--- src/sv/utf8ws_pkg.sv ---
package utf8ws_pkg;

  localparam int MAX_BOLD     = 9;
  localparam int RUN_LEN_BITS = 16;
  localparam int BOLD_IDX_W   = (MAX_BOLD > 1) ? $clog2(MAX_BOLD) : 1;

  localparam int CP_W       = 21;
  localparam int NB_W       = 3;
  localparam int OFS_W      = 6;
  localparam int CNT_W      = 16;
  localparam int PCT_W      = 7;
  localparam int MAXB_W     = 4;
  localparam int PROD_W     = CNT_W + PCT_W;
  localparam int RB_W       = 16;
  localparam int BB_W       = 8;
  localparam int BYTE_W     = 8;
  localparam int CFG_IDX_W  = 2;
  localparam int CFG_DATA_W = 7;
  localparam int M_TDATA_W  = 32;
  localparam int Q_DEPTH    = 4;
  localparam int Q_PTR_W    = 2;
  localparam int PCT_SCALE  = 100;

  localparam logic [CP_W-1:0]   CP_REPLACE      = 21'h00FFFD;
  localparam logic              FOCUS_RESET     = 1'b1;
  localparam logic [PCT_W-1:0]  PERCENT_RESET   = 7'd45;
  localparam logic [MAXB_W-1:0] MAX_BOLD_RESET  = 4'd9;

  typedef enum logic [CFG_IDX_W-1:0] {
    REG_FOCUS    = 2'd0,
    REG_PERCENT  = 2'd1,
    REG_MAX_BOLD = 2'd2
  } cfg_reg_t;

  typedef struct packed {
    logic              focus;
    logic [PCT_W-1:0]  pct;
    logic [MAXB_W-1:0] max_bold;
  } cfg_t;

  typedef struct packed {
    logic            valid;
    logic            is_word;
    logic [NB_W-1:0] nbytes;
  } cp_evt_t;

  typedef struct packed {
    logic [RB_W-1:0] run_bytes;
    logic            is_word;
    logic [BB_W-1:0] bold_bytes;
    logic            whole_bold;
    logic            final_run;
  } run_res_t;

  function automatic logic word_class(input logic [CP_W-1:0] cp);
    logic [6:0] low;
    logic       w;
    low = cp[6:0] | 7'h20;
    if (cp < 21'h80) begin
      w = (low inside {[7'h61:7'h7A]}) || (cp == 21'h27);
    end else if (cp inside {[21'h2000:21'h2BFF]}) begin
      w = (cp == 21'h2018) || (cp == 21'h2019);
    end else if (cp inside {[21'h00A1:21'h00BF]}) begin
      w = cp inside {21'h00AA, 21'h00B5, 21'h00BA};
    end else if (cp inside {[21'h2E00:21'h2E7F]}) begin
      w = 1'b0;
    end else if (cp inside {21'h02D7, 21'hFE63, 21'hFF0D}) begin
      w = 1'b0;
    end else begin
      w = 1'b1;
    end
    return w;
  endfunction

endpackage

--- src/sv/utf8_word_segment_bold_split.sv ---
// Timing: an accepted byte is held in the input register and is processed once the
//   output queue has room; its result words are registered in that queue.
// Throughput: one byte per cycle while the 4-entry output queue has room; a byte
//   that closes a run and also ends the text yields two words, pushed together.
// Reset: clears decoder, run state and queue; focus_enable=1, bold_percent=45,
//   max_bold_chars=9.
module utf8_word_segment_bold_split
  import utf8ws_pkg::*;
(
  input  logic                  clk,
  input  logic                  rst,
  input  logic                  s_tvalid,
  output logic                  s_tready,
  input  logic [BYTE_W-1:0]     s_tdata,   // [7:0] data_byte
  input  logic                  s_tlast,
  output logic                  m_tvalid,
  input  logic                  m_tready,
  output logic [M_TDATA_W-1:0]  m_tdata,   // [15:0] run_bytes, [23:16] bold_bytes,
                                           // [24] whole_bold, [31:25] zero
  output logic                  m_tuser,   // [0] is_word
  output logic                  m_tlast,
  input  logic                  cfg_wr_en,
  input  logic [CFG_IDX_W-1:0]  cfg_index,
  input  logic [CFG_DATA_W-1:0] cfg_data
);

  logic              focus_enable;
  logic [PCT_W-1:0]  bold_percent;
  logic [MAXB_W-1:0] max_bold_chars;
  cfg_t              cfg;

  logic              in_valid;
  logic [BYTE_W-1:0] in_byte;
  logic              in_eot;
  logic              adv;
  logic              q_room;

  cp_evt_t           cp_evt;
  logic              res_a_valid, res_b_valid;
  run_res_t          res_a, res_b, head;

  always_ff @(posedge clk) begin
    if (rst) begin
      focus_enable   <= FOCUS_RESET;
      bold_percent   <= PERCENT_RESET;
      max_bold_chars <= MAX_BOLD_RESET;
    end else if (cfg_wr_en) begin
      case (cfg_reg_t'(cfg_index))
        REG_FOCUS:    focus_enable   <= cfg_data[0];
        REG_PERCENT:  bold_percent   <= cfg_data[PCT_W-1:0];
        REG_MAX_BOLD: max_bold_chars <= cfg_data[MAXB_W-1:0];
        default: ;
      endcase
    end
  end

  assign cfg.focus    = focus_enable;
  assign cfg.pct      = bold_percent;
  assign cfg.max_bold = max_bold_chars;

  assign adv      = in_valid && q_room;
  assign s_tready = !in_valid || adv;

  always_ff @(posedge clk) begin
    if (rst) begin
      in_valid <= 1'b0;
    end else if (s_tvalid && s_tready) begin
      in_valid <= 1'b1;
    end else if (adv) begin
      in_valid <= 1'b0;
    end
  end

  always_ff @(posedge clk) begin
    if (s_tvalid && s_tready) begin
      in_byte <= s_tdata;
      in_eot  <= s_tlast;
    end
  end

  utf8ws_decode u_decode (
    .clk       (clk),
    .rst       (rst),
    .adv       (adv),
    .data_byte (in_byte),
    .eot       (in_eot),
    .cp_evt    (cp_evt)
  );

  utf8ws_run u_run (
    .clk         (clk),
    .rst         (rst),
    .adv         (adv),
    .eot         (in_eot),
    .cp_evt      (cp_evt),
    .cfg         (cfg),
    .res_a_valid (res_a_valid),
    .res_a       (res_a),
    .res_b_valid (res_b_valid),
    .res_b       (res_b)
  );

  utf8ws_oq u_oq (
    .clk        (clk),
    .rst        (rst),
    .push_a     (res_a_valid),
    .data_a     (res_a),
    .push_b     (res_b_valid),
    .data_b     (res_b),
    .pop        (m_tready),
    .room       (q_room),
    .head_valid (m_tvalid),
    .head       (head)
  );

  assign m_tdata = {(M_TDATA_W - RB_W - BB_W - 1)'(0), head.whole_bold,
                    head.bold_bytes, head.run_bytes};
  assign m_tuser = head.is_word;
  assign m_tlast = head.final_run;

endmodule

--- src/sv/utf8ws_decode.sv ---
module utf8ws_decode
  import utf8ws_pkg::*;
(
  input  logic              clk,
  input  logic              rst,
  input  logic              adv,
  input  logic [BYTE_W-1:0] data_byte,
  input  logic              eot,
  output cp_evt_t           cp_evt
);

  logic [CP_W-1:0] code_accum, code_accum_next;
  logic [1:0]      bytes_pending, bytes_pending_next;
  logic [NB_W-1:0] code_byte_count, code_byte_count_next;
  logic            seq_bad, seq_bad_next;
  logic            cont;
  logic            cp_valid;
  logic [CP_W-1:0] cp_val;
  logic [NB_W-1:0] cp_nb;

  always_comb begin
    code_accum_next      = code_accum;
    bytes_pending_next   = bytes_pending;
    code_byte_count_next = code_byte_count;
    seq_bad_next         = seq_bad;
    cp_valid             = 1'b0;
    cp_val               = '0;
    cp_nb                = '0;
    cont                 = (data_byte[7:6] == 2'b10);

    if (bytes_pending != 2'd0) begin
      if (cont) begin
        code_accum_next = {code_accum[CP_W-7:0], data_byte[5:0]};
      end
      seq_bad_next         = seq_bad | ~cont;
      code_byte_count_next = code_byte_count + NB_W'(1);
      bytes_pending_next   = bytes_pending - 2'd1;
      if (bytes_pending_next == 2'd0) begin
        cp_valid             = 1'b1;
        cp_val               = seq_bad_next ? CP_REPLACE : code_accum_next;
        cp_nb                = code_byte_count_next;
        code_accum_next      = '0;
        code_byte_count_next = '0;
        seq_bad_next         = 1'b0;
      end
    end else if (data_byte < 8'h80) begin
      cp_valid = 1'b1;
      cp_val   = CP_W'(data_byte);
      cp_nb    = NB_W'(1);
    end else if (data_byte inside {[8'hC2:8'hDF]}) begin
      code_accum_next      = CP_W'(data_byte[4:0]);
      bytes_pending_next   = 2'd1;
      code_byte_count_next = NB_W'(1);
      seq_bad_next         = 1'b0;
    end else if (data_byte inside {[8'hE0:8'hEF]}) begin
      code_accum_next      = CP_W'(data_byte[3:0]);
      bytes_pending_next   = 2'd2;
      code_byte_count_next = NB_W'(1);
      seq_bad_next         = 1'b0;
    end else if (data_byte inside {[8'hF0:8'hF4]}) begin
      code_accum_next      = CP_W'(data_byte[2:0]);
      bytes_pending_next   = 2'd3;
      code_byte_count_next = NB_W'(1);
      seq_bad_next         = 1'b0;
    end else begin
      cp_valid = 1'b1;
      cp_val   = CP_REPLACE;
      cp_nb    = NB_W'(1);
    end

    if (eot) begin
      if (bytes_pending_next != 2'd0) begin
        cp_valid = 1'b1;
        cp_val   = CP_REPLACE;
        cp_nb    = code_byte_count_next;
      end
      code_accum_next      = '0;
      bytes_pending_next   = '0;
      code_byte_count_next = '0;
      seq_bad_next         = 1'b0;
    end

    cp_evt.valid   = adv & cp_valid;
    cp_evt.is_word = word_class(cp_val);
    cp_evt.nbytes  = cp_nb;
  end

  always_ff @(posedge clk) begin
    if (rst) begin
      code_accum      <= '0;
      bytes_pending   <= '0;
      code_byte_count <= '0;
      seq_bad         <= 1'b0;
    end else if (adv) begin
      code_accum      <= code_accum_next;
      bytes_pending   <= bytes_pending_next;
      code_byte_count <= code_byte_count_next;
      seq_bad         <= seq_bad_next;
    end
  end

  a_eot_clears: assert property (@(posedge clk) disable iff (rst)
    adv && eot |=> bytes_pending == 2'd0 && code_byte_count == '0)
    else $error("decoder not cleared after end of text");

endmodule

--- src/sv/utf8ws_run.sv ---
module utf8ws_run
  import utf8ws_pkg::*;
(
  input  logic     clk,
  input  logic     rst,
  input  logic     adv,
  input  logic     eot,
  input  cp_evt_t  cp_evt,
  input  cfg_t     cfg,
  output logic     res_a_valid,
  output run_res_t res_a,
  output logic     res_b_valid,
  output run_res_t res_b
);

  localparam int RL_EXT_W = (RUN_LEN_BITS > RB_W) ? RUN_LEN_BITS : RB_W;

  logic                    type_known;
  logic                    run_is_word;
  logic [RUN_LEN_BITS-1:0] run_length;
  logic [CNT_W-1:0]        char_count;
  logic [OFS_W-1:0]        char_end_offsets [MAX_BOLD];

  logic                    closed;
  logic                    mid_known, mid_word;
  logic [RUN_LEN_BITS-1:0] base_len, mid_len;
  logic [RUN_LEN_BITS:0]   len_sum;
  logic [CNT_W-1:0]        base_cnt, mid_cnt;
  logic [OFS_W-1:0]        char_end_offsets_next [MAX_BOLD];

  logic                    sel_word;
  logic [RUN_LEN_BITS-1:0] sel_len;
  logic [CNT_W-1:0]        sel_cnt;
  logic [OFS_W-1:0]        sel_ofs;
  logic [RL_EXT_W-1:0]     len_ext;
  logic [PROD_W-1:0]       prod;
  logic [MAXB_W-1:0]       m_lim, t_cnt, t_idx;
  logic                    active, whole;

  always_comb begin
    closed   = cp_evt.valid && type_known && (cp_evt.is_word != run_is_word);
    base_len = closed ? '0 : run_length;
    base_cnt = closed ? '0 : char_count;
    mid_known = closed ? 1'b0 : type_known;
    mid_word  = closed ? 1'b0 : run_is_word;
    mid_len   = base_len;
    mid_cnt   = base_cnt;
    len_sum   = '0;
    char_end_offsets_next = char_end_offsets;
    if (cp_evt.valid) begin
      mid_known = 1'b1;
      mid_word  = cp_evt.is_word;
      len_sum   = {1'b0, base_len} + (RUN_LEN_BITS+1)'(cp_evt.nbytes);
      mid_len   = len_sum[RUN_LEN_BITS] ? '1 : len_sum[RUN_LEN_BITS-1:0];
      if (base_cnt < CNT_W'(MAX_BOLD)) begin
        char_end_offsets_next[base_cnt[BOLD_IDX_W-1:0]] = mid_len[OFS_W-1:0];
      end
      if (base_cnt != '1) begin
        mid_cnt = base_cnt + CNT_W'(1);
      end
    end
  end

  always_comb begin
    sel_word = closed ? run_is_word : mid_word;
    sel_len  = closed ? run_length  : mid_len;
    sel_cnt  = closed ? char_count  : mid_cnt;
    len_ext  = RL_EXT_W'(sel_len);
    prod     = PROD_W'(sel_cnt) * PROD_W'(cfg.pct);

    if (cfg.max_bold == '0) begin
      m_lim = MAXB_W'(1);
    end else if (cfg.max_bold > MAXB_W'(MAX_BOLD)) begin
      m_lim = MAXB_W'(MAX_BOLD);
    end else begin
      m_lim = cfg.max_bold;
    end

    t_cnt = MAXB_W'(1);
    for (int k = 2; k <= MAX_BOLD; k++) begin
      if (MAXB_W'(k) <= m_lim && prod >= PROD_W'(PCT_SCALE * k)) begin
        t_cnt = MAXB_W'(k);
      end
    end
    t_idx = t_cnt - MAXB_W'(1);
    sel_ofs = closed ? char_end_offsets[t_idx[BOLD_IDX_W-1:0]]
                     : char_end_offsets_next[t_idx[BOLD_IDX_W-1:0]];

    active = cfg.focus && sel_word && (sel_cnt != '0);
    whole  = active && (CNT_W'(t_cnt) >= sel_cnt);

    res_a.run_bytes  = (len_ext > RL_EXT_W'({RB_W{1'b1}})) ? '1 : len_ext[RB_W-1:0];
    res_a.is_word    = sel_word;
    res_a.whole_bold = whole;
    res_a.final_run  = eot && !closed;
    if (!active) begin
      res_a.bold_bytes = '0;
    end else if (whole) begin
      res_a.bold_bytes = (len_ext > RL_EXT_W'({BB_W{1'b1}})) ? '1 : len_ext[BB_W-1:0];
    end else begin
      res_a.bold_bytes = BB_W'(sel_ofs);
    end
    res_a_valid = adv && (closed || eot);

    res_b.run_bytes  = RB_W'(cp_evt.nbytes);
    res_b.is_word    = cp_evt.is_word;
    res_b.whole_bold = cfg.focus && cp_evt.is_word;
    res_b.bold_bytes = res_b.whole_bold ? BB_W'(cp_evt.nbytes) : '0;
    res_b.final_run  = 1'b1;
    res_b_valid      = adv && closed && eot;
  end

  always_ff @(posedge clk) begin
    if (rst) begin
      type_known  <= 1'b0;
      run_is_word <= 1'b0;
      run_length  <= '0;
      char_count  <= '0;
    end else if (adv) begin
      if (eot) begin
        type_known  <= 1'b0;
        run_is_word <= 1'b0;
        run_length  <= '0;
        char_count  <= '0;
      end else begin
        type_known  <= mid_known;
        run_is_word <= mid_word;
        run_length  <= mid_len;
        char_count  <= mid_cnt;
      end
    end
  end

  always_ff @(posedge clk) begin
    if (adv) begin
      char_end_offsets <= char_end_offsets_next;
    end
  end

  a_b_after_a: assert property (@(posedge clk) disable iff (rst)
    res_b_valid |-> res_a_valid && !res_a.final_run)
    else $error("final run word without closed run word");

  a_whole_word: assert property (@(posedge clk) disable iff (rst)
    res_a_valid && res_a.whole_bold |-> res_a.is_word && cfg.focus)
    else $error("whole bold on non-word run");

  a_eot_clears: assert property (@(posedge clk) disable iff (rst)
    adv && eot |=> !type_known && char_count == '0)
    else $error("run state not cleared after end of text");

endmodule

--- src/sv/utf8ws_oq.sv ---
module utf8ws_oq
  import utf8ws_pkg::*;
(
  input  logic     clk,
  input  logic     rst,
  input  logic     push_a,
  input  run_res_t data_a,
  input  logic     push_b,
  input  run_res_t data_b,
  input  logic     pop,
  output logic     room,
  output logic     head_valid,
  output run_res_t head
);

  run_res_t           entries [Q_DEPTH];
  logic [Q_PTR_W-1:0] wr_ptr, rd_ptr;
  logic [Q_PTR_W:0]   count, count_next;
  logic [Q_PTR_W-1:0] wr_ptr_b;
  logic               do_pop;

  assign do_pop     = pop && head_valid;
  assign head_valid = (count != '0);
  assign head       = entries[rd_ptr];
  assign room       = (count <= (Q_PTR_W+1)'(Q_DEPTH - 2));
  assign wr_ptr_b   = wr_ptr + Q_PTR_W'(1);
  assign count_next = count + (Q_PTR_W+1)'(push_a) + (Q_PTR_W+1)'(push_b)
                    - (Q_PTR_W+1)'(do_pop);

  always_ff @(posedge clk) begin
    if (push_a) begin
      entries[wr_ptr] <= data_a;
    end
    if (push_b) begin
      entries[wr_ptr_b] <= data_b;
    end
  end

  always_ff @(posedge clk) begin
    if (rst) begin
      wr_ptr <= '0;
      rd_ptr <= '0;
      count  <= '0;
    end else begin
      wr_ptr <= wr_ptr + Q_PTR_W'(push_a) + Q_PTR_W'(push_b);
      rd_ptr <= rd_ptr + Q_PTR_W'(do_pop);
      count  <= count_next;
    end
  end

  a_no_overflow: assert property (@(posedge clk) disable iff (rst)
    count <= (Q_PTR_W+1)'(Q_DEPTH))
    else $error("output queue overflow");

  a_push_order: assert property (@(posedge clk) disable iff (rst)
    push_b |-> push_a && $past(count) == $past(count))
    else $error("second slot pushed without first");

endmodule
--- config.mk ---
export PLATFORM = sky130hd
export DESIGN_NAME = utf8_word_segment_bold_split
export DESIGN_NICKNAME = d
export VERILOG_FILES = /design/src/sv/utf8ws_pkg.sv /design/src/sv/utf8_word_segment_bold_split.sv /design/src/sv/utf8ws_decode.sv /design/src/sv/utf8ws_run.sv /design/src/sv/utf8ws_oq.sv
export SDC_FILE = /design/constraint.sdc
export NUM_CORES = 1
export LEC_CHECK = 0
export ABC_AREA = 1
export BUFFER_PORTS_ARGS = -buffer_cell sky130_fd_sc_hd__buf_4
export CAP_MARGIN = 30
export CORE_ASPECT_RATIO = 0.7
export CORE_UTILIZATION = 60
export CTS_BUF_LIST = sky130_fd_sc_hd__clkbuf_8 sky130_fd_sc_hd__clkbuf_16
export DETAILED_ROUTE_END_ITERATION = 6
export HOLD_SLACK_MARGIN = 0.15
export PLACE_DENSITY = 0.81
export SLEW_MARGIN = 15
export SYNTH_ARGS = -nofsm -noshare
export SYNTH_HDL_FRONTEND = slang
export SYNTH_SLANG_ARGS = --single-unit
export TNS_END_PERCENT = 5
--- constraint.sdc ---
create_clock -name clk -period 17.3 [get_ports clk]
set_input_delay 3.46 -clock clk [delete_from_list [all_inputs] [get_ports clk]]
set_output_delay 3.46 -clock clk [all_outputs]
set_load 0.02 [all_outputs]
## After elaboration in Yosys (flattened, before gate mapping)

Memories as Yosys holds them, arrays and structs flattened. A register that Yosys moved wholly into a read port is not among the register bits.
Index checks and enable logic that the tools add are counted.

- Add/sub/neg operators: 12
- Multipliers: 1
- $lt $le $gt $ge: 41
- Equal/unequal tests: 15
- Muxes and demuxes: 109
- Bitwise logic cells: 5
- Reduce and logical (&&, ||, !) cells: 52

Operators by type and width:

| operator | count |
|---|---|
| 2-to-1 mux 21 bit | 16 |
| 2-to-1 mux 16 bit | 12 |
| 2-to-1 mux 54 bit | 2 |
| greater-or-equal comparator 23 x 10 -> 1 bit, second input constant | 4 |
| greater-or-equal comparator 23 x 9 -> 1 bit, second input constant | 3 |
| == test 21 x 8 -> 1 bit, second input constant | 3 |
| 2-to-1 mux 3 bit | 19 |
| bitwise mux 54 bit | 1 |
| binary-select mux 6 bit (select 4 bit) | 2 |
| == test 21 x 14 -> 1 bit, second input constant | 2 |
| == test 21 x 16 -> 1 bit, second input constant | 2 |
| greater-or-equal comparator 21 x 14 -> 1 bit, second input constant | 2 |
| <= comparator 21 x 14 -> 1 bit, second input constant | 2 |
| 2-to-1 mux 6 bit | 6 |
| 2-to-1 mux 1 bit | 34 |
| logical AND 1 bit | 29 |
| demux 6 bit (select 4 bit) | 1 |
| greater-or-equal comparator 8 bit, second input constant | 3 |
| <= comparator 8 bit, second input constant | 3 |
| 2-to-1 mux 8 bit | 3 |
| greater-or-equal comparator 23 x 8 -> 1 bit, second input constant | 1 |
| multiplier 16 x 7 -> 23 bit | 1 |
| == test 21 x 10 -> 1 bit, second input constant | 1 |
| == test 21 x 6 -> 1 bit, second input constant | 1 |
| other kinds (47) | 82 |

- Flip-flop bits (word level): 144
- Memory bits (writable): 108
- Output and inout port bits: 36
- Word-level logic and storage cells: 262
- Memories: 1

Memories:

| memory | words | width | read ports | clocked after Yosys merged registers in | wr ports | line | RTL |
|---|---|---|---|---|---|---|---|
| u_oq.entries | 4 | 27 | 1 | 1 | 2 | utf8ws_oq.sv:16 | `run_res_t entries [Q_DEPTH];` |

## Longest topological paths before layout

Gate-level depths: netlist (run 1).

- Word-level depth: 43
- Gate-level depth with buffers: 86
- Mapped depth without buffers: 78

## Cells and area by module

Synthesis (run 1) repeated with hierarchy kept, for this count alone.

- Cell total of the unflattened synthesis: 2,952
- Area total of the unflattened synthesis: 20,952.6 um^2

By module, submodules not included:

| module | instances | cells an instance | area each (um^2) | seq. area each (um^2) |
|---|---|---|---|---|
| utf8ws_run | 1 | 1,610 | 10,938.0 | 2,302.2 |
| utf8ws_oq | 1 | 840 | 6,779.0 | 3,383.2 |
| utf8ws_decode | 1 | 411 | 2,339.7 | 520.5 |
| utf8_word_segment_bold_split | 1 | 91 | 895.9 | 530.5 |

## Worst setup path after synthesis (run 1)

OpenSTA, ideal clock, no wires.

- Kind: register to register
- From: reg u_oq.count[1]
- To: mem u_oq.entries[2][3] (netlist name), data pin
- Arrival time: 12.411 ns
- Setup slack: 4.635 ns
- Cell stages (with the launch flop): 75
- Clock period less this slack: 12.665 ns
- Cells stage by stage: dfxtp_1 -> inv_1 -> ha_1 -> a31oi_1 -> nor2_2 -> clkinv_1 -> a21oi_1 -> inv_1 -> nor2_1 -> nand3_4 -> buf_12 -> buf_8 -> buf_4 -> nand2_1 -> inv_1 -> ha_1 -> clkbuf_1 -> inv_1 -> (+39 left out) -> nand2_1 -> nand2_1 -> nand2_1 -> clkinv_1 -> clkbuf_1 -> ha_1 -> clkbuf_1 -> inv_1 -> clkbuf_1 -> nand3_1 -> nand2_1 -> nand3_1 -> nand3_1 -> nand2_1 -> nand2_1 -> nand3_4 -> nand3_1 -> nand2_1

RTL lines:

| what | line | RTL |
|---|---|---|
| start: declaration | utf8ws_oq.sv:18 | `logic [Q_PTR_W:0] count, count_next;` |
| start signal: assignment | utf8ws_oq.sv:47 | `count <= count_next;` |
| end: declaration | utf8ws_oq.sv:16 |  |

==> flow_summary.json, run 1 <==
{
  "worstHoldPathCells": 2,
  "max_slew_margin": 0.3513,
  "drtIter0Drc": 2510,
  "post_cts_buffers": 0,
  "detail-route-antenna-nets": 0,
  "cp-end-kind": "register",
  "fmax_mhz": 68.78,
  "yosysTopAreaCell": "dfxtp_1",
  "p_comb_frac": 0.541,
  "clockBufferDepth": 3,
  "worstSetupPathType": "reg2reg",
  "r2r_cells": 71,
  "grt_pass1_vias": 16940,
  "fin_nets": 2764,
  "worst_slew_pin_slew_ns": 0.9666,
  "cp.arrival_ns": 14.87,
  "syn_to_final_growth_pct": 7.516,
  "grt_overflow_total": 0,
  "fin_crit_sh": 0.8404,
  "core_sq_mm": 0.03031,
  "drt-pass1-iter-count": 7,
  "async_flop_share": 0,
  "cts_buffers": 26,
  "cp_max_fo": 49,
  "layout_setup_ws_ns": 2.761,
  "cellPowerDensity_mw_per_mm2": 141.9,
  "min_from": "u_decode.code_accum[10]$_SDFFE_PP0P_",
  "critical_path_buf_inv_count": 13,
  "slew_violations": 0,
  "diodes": 0,
  "initial_core_util": 0.6164,
  "whs_endpoint": "u_decode.code_accum[10]$_SDFFE_PP0P_",
  "synth.most_common_cell": "nand2_1",
  "vias": 17980,
  "yosysUniqueCellTypes": 65,
  "syn_inst": 2613,
  "p_int_w": 0.001512,
  "cts_tree": "built",
  "outcome": "finished, violations left",
  "via_per_inst": 5.910,
  "syn_area_per_cell_sq_um": 7.149,
  "syn_area_sq_mm": 0.01868,
  "p_sw_w": 0.001338,
  "wire_per_inst_microns": 17.38,
  "hold_viol": 0,
  "setup_violations": 0,
  "min_path_type": "reg2reg",
  "hold_buffers": 0,
  "critPathMaxStageDelay_ns": 0.64,
  "wirelength_microns": 52870,
  "drive_gt1_frac": 0.09620,
  "cts_root_buffer": "clkbuf_16",
  "yosys_register_bits": 251,
  "cp_slowest_cell": "inv_1",
  "r2r_end": "u_oq.entries[1][4]$_DFFE_PP_",
  "synth_ff_type": "dfxtp_1",
  "ir_drop_uv": 82.06,
  "ff2ff_setup_slack_ns": 2.76,
  "clock_latency_ns": 0.58,
  "die_w_microns": 212.9,
  "p_leak_nw": 9.241,
  "htreeDepth": 1,
  "path_common_cell": "nand2_1",
  "synth_enable_flop_cells": 95,
  "track_usage": 0.3341,
  "clkTransAtPathRegs_ns": 0.07,
  "synth.yosys.seq_area_share": 0.3199,
  "fin_worst_skew_ns": 0.03988,
  "ys_warn_count": 0,
  "ys_top_cells_by_count": "nand2_1, nor2_1, inv_1",
  "violations": "DRC",
  "pin_count": 59,
  "io_buffers": 51,
  "synthTopCellsByArea": "dfxtp_1, edfxtp_1, nand2_1",
  "die_area_sq_mm": 0.03185,
  "critical_path_required_ns": 17.63,
  "seqPwrFrac": 0.249,
  "grt_max_degree": 62,
  "r2r_start": "u_decode.bytes_pending[1]$_SDFFE_PP0P_",
  "place.gp.congestion": 0.9477,
  "critPathLaunchType": "register",
  "drcViolationCount": 2,
  "p_sw_frac": 0.4694,
  "grt_pass1_wl_microns": 85660,
  "post_cts_resized": 0,
  "yosysTopAreaCellShare": 0.1672,
  "antenna_found_initial": 0,
  "cap_violations": 0,
  "path_delay_family": "simple AND/OR/NAND/NOR gates",
  "period_needed_ns": 14.54,
  "fin_tns_setup_ns": 0,
  "die_y_microns": 149.6,
  "place_ws_ns": 2.961,
  "cts.sinks": 251,
  "row_count": 53,
  "power_frac_clock": 0.210,
  "dp_hpwl_microns": 38090,
  "rsz0062_at_grt": "false"
}
sequential cells by signal (all words and copies together), names as in the netlist, 2 cells and up:
signal / flops
u_oq.entries: 108
u_decode.code_accum: 20
in_byte: 8
max_bold_chars: 4
u_decode.code_byte_count: 3
u_decode.bytes_pending: 2
u_run.run_length: 16
u_oq.rd_ptr: 2
u_oq.wr_ptr: 2
u_run.char_end_offsets: 54
u_oq.count: 3
u_run.char_count: 16
bold_percent: 7
worst min-delay path, delay by kind of cell, from the launching register on:
kind                   cells  cell delay [ns]
AO/OA/AOI/OAI              1             0.06
flip-flops                 1             0.29
buffers and inverters      1             0.05
worst max-delay path by stage:
| stage | start | to | cells past startpoint |
|---|---|---|---|
| finish | u_decode.bytes_pending[1]$_SDFFE_PP0P_ | u_oq.entries[1][4]$_DFFE_PP_ | 71 |
| global placement | u_oq.count[1]$_SDFF_PP0_ | u_oq.entries[2][4]$_DFFE_PP_ | 69 |
| floorplan | u_oq.count[1]$_SDFF_PP0_ | u_oq.entries[2][3]$_DFFE_PP_ | 74 |
| detailed placement | u_oq.count[1]$_SDFF_PP0_ | u_oq.entries[1][4]$_DFFE_PP_ | 69 |
| global route | u_oq.count[1]$_SDFF_PP0_ | u_oq.entries[2][2]$_DFFE_PP_ | 65 |
| CTS | u_oq.count[1]$_SDFF_PP0_ | u_oq.entries[1][4]$_DFFE_PP_ | 69 |
power groups by stage:
stage	combinational (W)	sequential (W)	clock, W
floorplan	0.00113	0.000711	0
global placement	0.00147	0.000718	0
detailed placement	0.00151	0.000721	0
CTS	0.00152	0.000709	0.000600
global route	0.00172	0.000715	0.000621
finish	0.00154	0.000709	0.000599
placed cells by master (no fill, tap or decap), types with 8 or more instances in the layout:
| cell type | instances |
|---|---|
| nand2_1 | 694 |
| nor2_1 | 292 |
| inv_1 | 262 |
| nand3_1 | 238 |
| o21ai_0 | 173 |
| dfxtp_1 | 156 |
| a21oi_1 | 104 |
| edfxtp_1 | 95 |
| fa_1 | 73 |
| buf_4 | 64 |
| ha_1 | 58 |
| o22ai_1 | 48 |
| nor2_2 | 29 |
| clkbuf_16 | 28 |
| inv_2 | 25 |
| nand2_2 | 24 |
| nand4_1 | 24 |
| o21ai_1 | 22 |
| xor2_1 | 20 |
| a22o_1 | 20 |
| nand3_2 | 16 |
| nor3_1 | 13 |
| nand3_4 | 13 |
| a31oi_1 | 11 |
| clkinv_1 | 10 |
| o211ai_1 | 10 |
| xnor2_1 | 10 |
| clkbuf_8 | 8 |
final cells by class:
| class | count | area [sq um] |
|---|---|---|
| sequential | 251 | 5976 |
| inverter | 295 | 1112 |
| tap | 412 | 515.5 |
| multi-input combinational | 1972 | 11090 |
| timing repair buffer | 64 | 480.5 |
| clock inverter | 12 | 101.3 |
| fill | 2633 | 10220 |
| clock buffer | 36 | 810.8 |
routing by layer:
| layer | up-vias | part of all wire | GRT usage |
|---|---|---|---|
| li1 | 8569 | - | - |
| met1 | 8374 | 0.43 | 0.4803 |
| met2 | 947 | 0.44 | 0.5166 |
| met3 | 89 | 0.12 | 0.07051 |
| met4 | 0 | 0.017 | 0.06906 |
| met5 | - | 0 | 0 |
stage by stage:
step,cell area [sq um],power [W],hold slack [ns],std cells,util
floorplan,18700,0.001837,0.4208,2619,-
global placement,19170,0.002191,0.4338,2994,0.6326
detailed placement,19170,0.002228,0.4357,2994,0.6326
CTS,20080,0.002825,0.4491,3042,0.6627
global route,20080,0.003051,0.4739,3042,0.6627
finish,20080,0.002850,0.4512,3042,0.6627
cells by family (layout without fill, tap and decap cells):
group | count (synthesis) | in the layout | share of synthesized area
AND/OR/NAND/NOR | 1381 | 1381 | 0.3296
AO/OA/AOI/OAI | 423 | 423 | 0.1308
buffers and inverters | 396 | 407 | 0.08835
flip-flops | 251 | 251 | 0.3199
adder cells (fa/ha/maj) | 131 | 131 | 0.1171
XOR/XNOR | 30 | 30 | 0.01407
other | 1 | 7 | 0.0002008
(Power assumes the default switching activity.)
==> inputs of run 2 (changes only) <==
--- a/config.mk
+++ b/config.mk
@@ -5,7 +5,7 @@
 export SDC_FILE = /design/constraint.sdc
 export NUM_CORES = 1
 export LEC_CHECK = 0
-export ABC_AREA = 1
+export ABC_AREA = 0
 export BUFFER_PORTS_ARGS = -buffer_cell sky130_fd_sc_hd__buf_4
 export CAP_MARGIN = 30
 export CORE_ASPECT_RATIO = 0.7
==> constraint.sdc (replaced) <==
create_clock -name clk -period 13.75 [get_ports clk]
set_input_delay 2.75 -clock clk [delete_from_list [all_inputs] [get_ports clk]]
set_output_delay 2.75 -clock clk [all_outputs]
set_load 0.02 [all_outputs]
==> flow_summary.json, run 2 <==
{
  "clock_latency_ns": 0.56,
  "detail-route-antenna-nets": 0,
  "grt_max_degree": 75,
  "wirelength_microns": 53310,
  "place_ws_ns": 0.5029,
  "p_total_w": 0.002145,
  "max_slew_margin": 0.3120,
  "clkTransAtPathRegs_ns": 0.07,
  "layout_common_cells": "nor2_1, nand2_1, o21ai_0",
  "fin_tns_setup_ns": 0,
  "cp_slowest_cell": "and4b_1",
  "synth_top_family_by_area": "simple AND/OR/NAND/NOR gates",
  "period_needed_ns": 13.20,
  "place.gp.congestion": 0.9711,
  "track_usage": 0.3380,
  "dp_hpwl_microns": 38330,
  "syn_area_per_cell_sq_um": 8.886,
  "initial_core_util": 0.6098,
  "power_frac_clock": 0.325,
  "fmax_mhz": 75.73,
  "largest_reg_flops": 108,
  "yosysTopAreaCell": "dfxtp_1",
  "synth_compound_area_frac": 0.2130,
  "drive_gt1_frac": 0.1207,
  "setup_violations": 0,
  "syn_to_final_growth_pct": 8.783,
  "fin_util": 0.6633,
  "layout_setup_ws_ns": 0.5455,
  "wire_per_inst_microns": 21.40,
  "drtIter0Drc": 2271,
  "grt_overflow_total": 0,
  "grt_pass1_wl_microns": 83630,
  "drt-pass1-iter-count": 7,
  "path_common_cell": "inv_1",
  "ys_top_cells_by_count": "nor2_1, nand2_1, o21ai_0",
  "synth.most_common_cell": "nor2_1",
  "worst_slew_pin_slew_ns": 1.030,
  "violations": "DRC",
  "cp.arrival_ns": 13.67,
  "min_path_type": "reg2reg",
  "htreeDepth": 1,
  "cp-end-kind": "register",
  "reg_top3": "u_oq.entries (108), u_run.char_end_offsets (54)",
  "cts_tree": "built",
  "nFillCells": 2423,
  "ir_drop_uv": 131.0,
  "die_w_microns": 210.6,
  "cts_buffers": 25,
  "fin_area_sq_mm": 0.01988,
  "p_sw_frac": 0.3345,
  "multi_input_area_sq_mm": 0.01157,
  "muxShareOfSynthArea": 0.05702,
  "hold_viol": 0,
  "vias": 16920,
  "slew_violations": 0,
  "fin_nets": 2214,
  "synthTopCellsByArea": "dfxtp_1, edfxtp_1, fa_1",
  "pin_count": 59,
  "drcViolationCount": 1,
  "outcome": "finished, violations left",
  "regMostFlops": "u_oq.entries",
  "cts.sinks": 246,
  "synth_enable_flop_cells": 95,
  "yosysUniqueCellTypes": 110,
  "io_buffers": 51,
  "clockBufferDepth": 3,
  "p_leak_nw": 7.738,
  "synth_ff_type": "dfxtp_1",
  "die_y_microns": 148.0,
  "ys_warn_count": 0,
  "die_area_sq_mm": 0.03118,
  "fin_crit_sh": 0.9603,
  "grt_pass1_vias": 15350,
  "cap_violations": 0,
  "cts_root_buffer": "clkbuf_16",
  "p_sw_w": 0.0007176,
  "syn_inst": 2057,
  "antenna_found_initial": 0,
  "worstSetupPathType": "reg2reg",
  "synthXorXnorAreaFrac": 0.01951,
  "via_per_inst": 6.794,
  "diodes": 0,
  "synthAdderAreaFrac": 0.1197,
  "fin_worst_skew_ns": 0.01486,
  "ff_latch_area_sq_mm": 0.005879,
  "p_int_w": 0.001427,
  "seqPwrFrac": 0.408,
  "async_flop_share": 0,
  "p_comb_frac": 0.267,
  "synth.yosys.seq_area_share": 0.3215,
  "cp_max_fo": 13,
  "row_count": 53,
  "syn_area_sq_mm": 0.01828,
  "critPathMaxStageDelay_ns": 0.73,
  "final_common_cell": "nor2_1",
  "yosysTopAreaCellShare": 0.1654,
  "yosys_register_bits": 246,
  "cellPowerDensity_mw_per_mm2": 107.9,
  "critPathLaunchType": "register",
  "core_sq_mm": 0.02997,
  "synth-simple-area-share": 0.2189,
  "critical_path_required_ns": 14.22,
  "postPlaceCellArea_sq_mm": 0.01890
}
run 2: cell types whose count changed after synthesis, sizes merged, moves of 60 or more:
cell | previous run | this run
and2 | 2 | 62
inv | 285 | 97
nand2 | 725 | 162
nand3 | 267 | 113
nor2 | 328 | 163
nor2b | 0 | 78
run 2: routing by layer:
| layer | part of all wire | vias to the layer above | global-route usage |
|---|---|---|---|
| met3 | 0.13 | 118 | 0.08689 |
| met5 | 0 | - | 0 |
| met1 | 0.43 | 8121 | 0.5102 |
| met2 | 0.41 | 1132 | 0.4787 |
| li1 | - | 7553 | - |
| met4 | 0.024 | 0 | 0.08406 |
run 2: worst max-delay path: cells and delay by family, from the launching register on:
family / cells / cell delay (ns)
simple gates: 17 / 4.29
flops: 1 / 0.60
mux: 1 / 0.39
xor+xnor: 1 / 0.72
fa+ha+maj: 7 / 3.05
compound gates: 13 / 3.61
buf+inv: 5 / 0.42
run 2: area by class of cell:
cell class / instances / share of cell area
clock buffer: 28 / 0.03411
clock inverter: 18 / 0.007614
inverter: 98 / 0.01850
multi-input combinational: 1593 / 0.5818
sequential: 246 / 0.2957
tap: 412 / 0.02593
timing repair buffer: 96 / 0.03637
run 2: timing repair:
item,4_1_cts,5_1_grt
resized for setup,0,12
buffers inserted,0,6
setup endpoints to repair,0,36
hold buffers,0,0
run 2: power groups by stage:
stage          combinational [W]  clock, W  sequential, W
2_1_floorplan           0.000400         0       0.000865
3_3_place_gp            0.000526         0       0.000892
3_5_place_dp            0.000541         0       0.000894
4_1_cts                 0.000544  0.000702       0.000879
5_1_grt                 0.000612  0.000731       0.000880
6_report                0.000572  0.000698       0.000875
run 2: kinds of logic after synthesis:
logic type,count (synthesis)
DFF,246
buffers and inverters,224
AOI/OAI and AO/OA,576
muxes,67
and+or+nand+nor,773
other,1
xor gates and xnor gates,39
adders and majority gates,131
run 2: metrics by stage:
stage	hold WS [ns]	std cells
final	0.4513	2491
after global routing	0.4819	2491
after CTS	0.4561	2480
after detailed placement	0.4478	2434
after global placement	0.4453	2431
after floorplan	0.4360	2063
run 2: worst paths after layout:
| kind | depth (start not counted) | slack [ns] | endpoint | startpoint |
|---|---|---|---|---|
| hold / removal | 2 | 0.45 | u_decode.code_accum[11]$_SDFFE_PP0P_ | u_decode.code_accum[11]$_SDFFE_PP0P_ |
| hold reg to reg | 2 | 0.45 | u_decode.code_accum[11]$_SDFFE_PP0P_ | u_decode.code_accum[11]$_SDFFE_PP0P_ |
| setup / recovery | 44 | 0.55 | u_oq.entries[3][8]$_SDFFE_PP0P_ | in_byte[2]$_DFFE_PP_ |
| setup reg to reg | 44 | 0.55 | u_oq.entries[3][8]$_SDFFE_PP0P_ | in_byte[2]$_DFFE_PP_ |
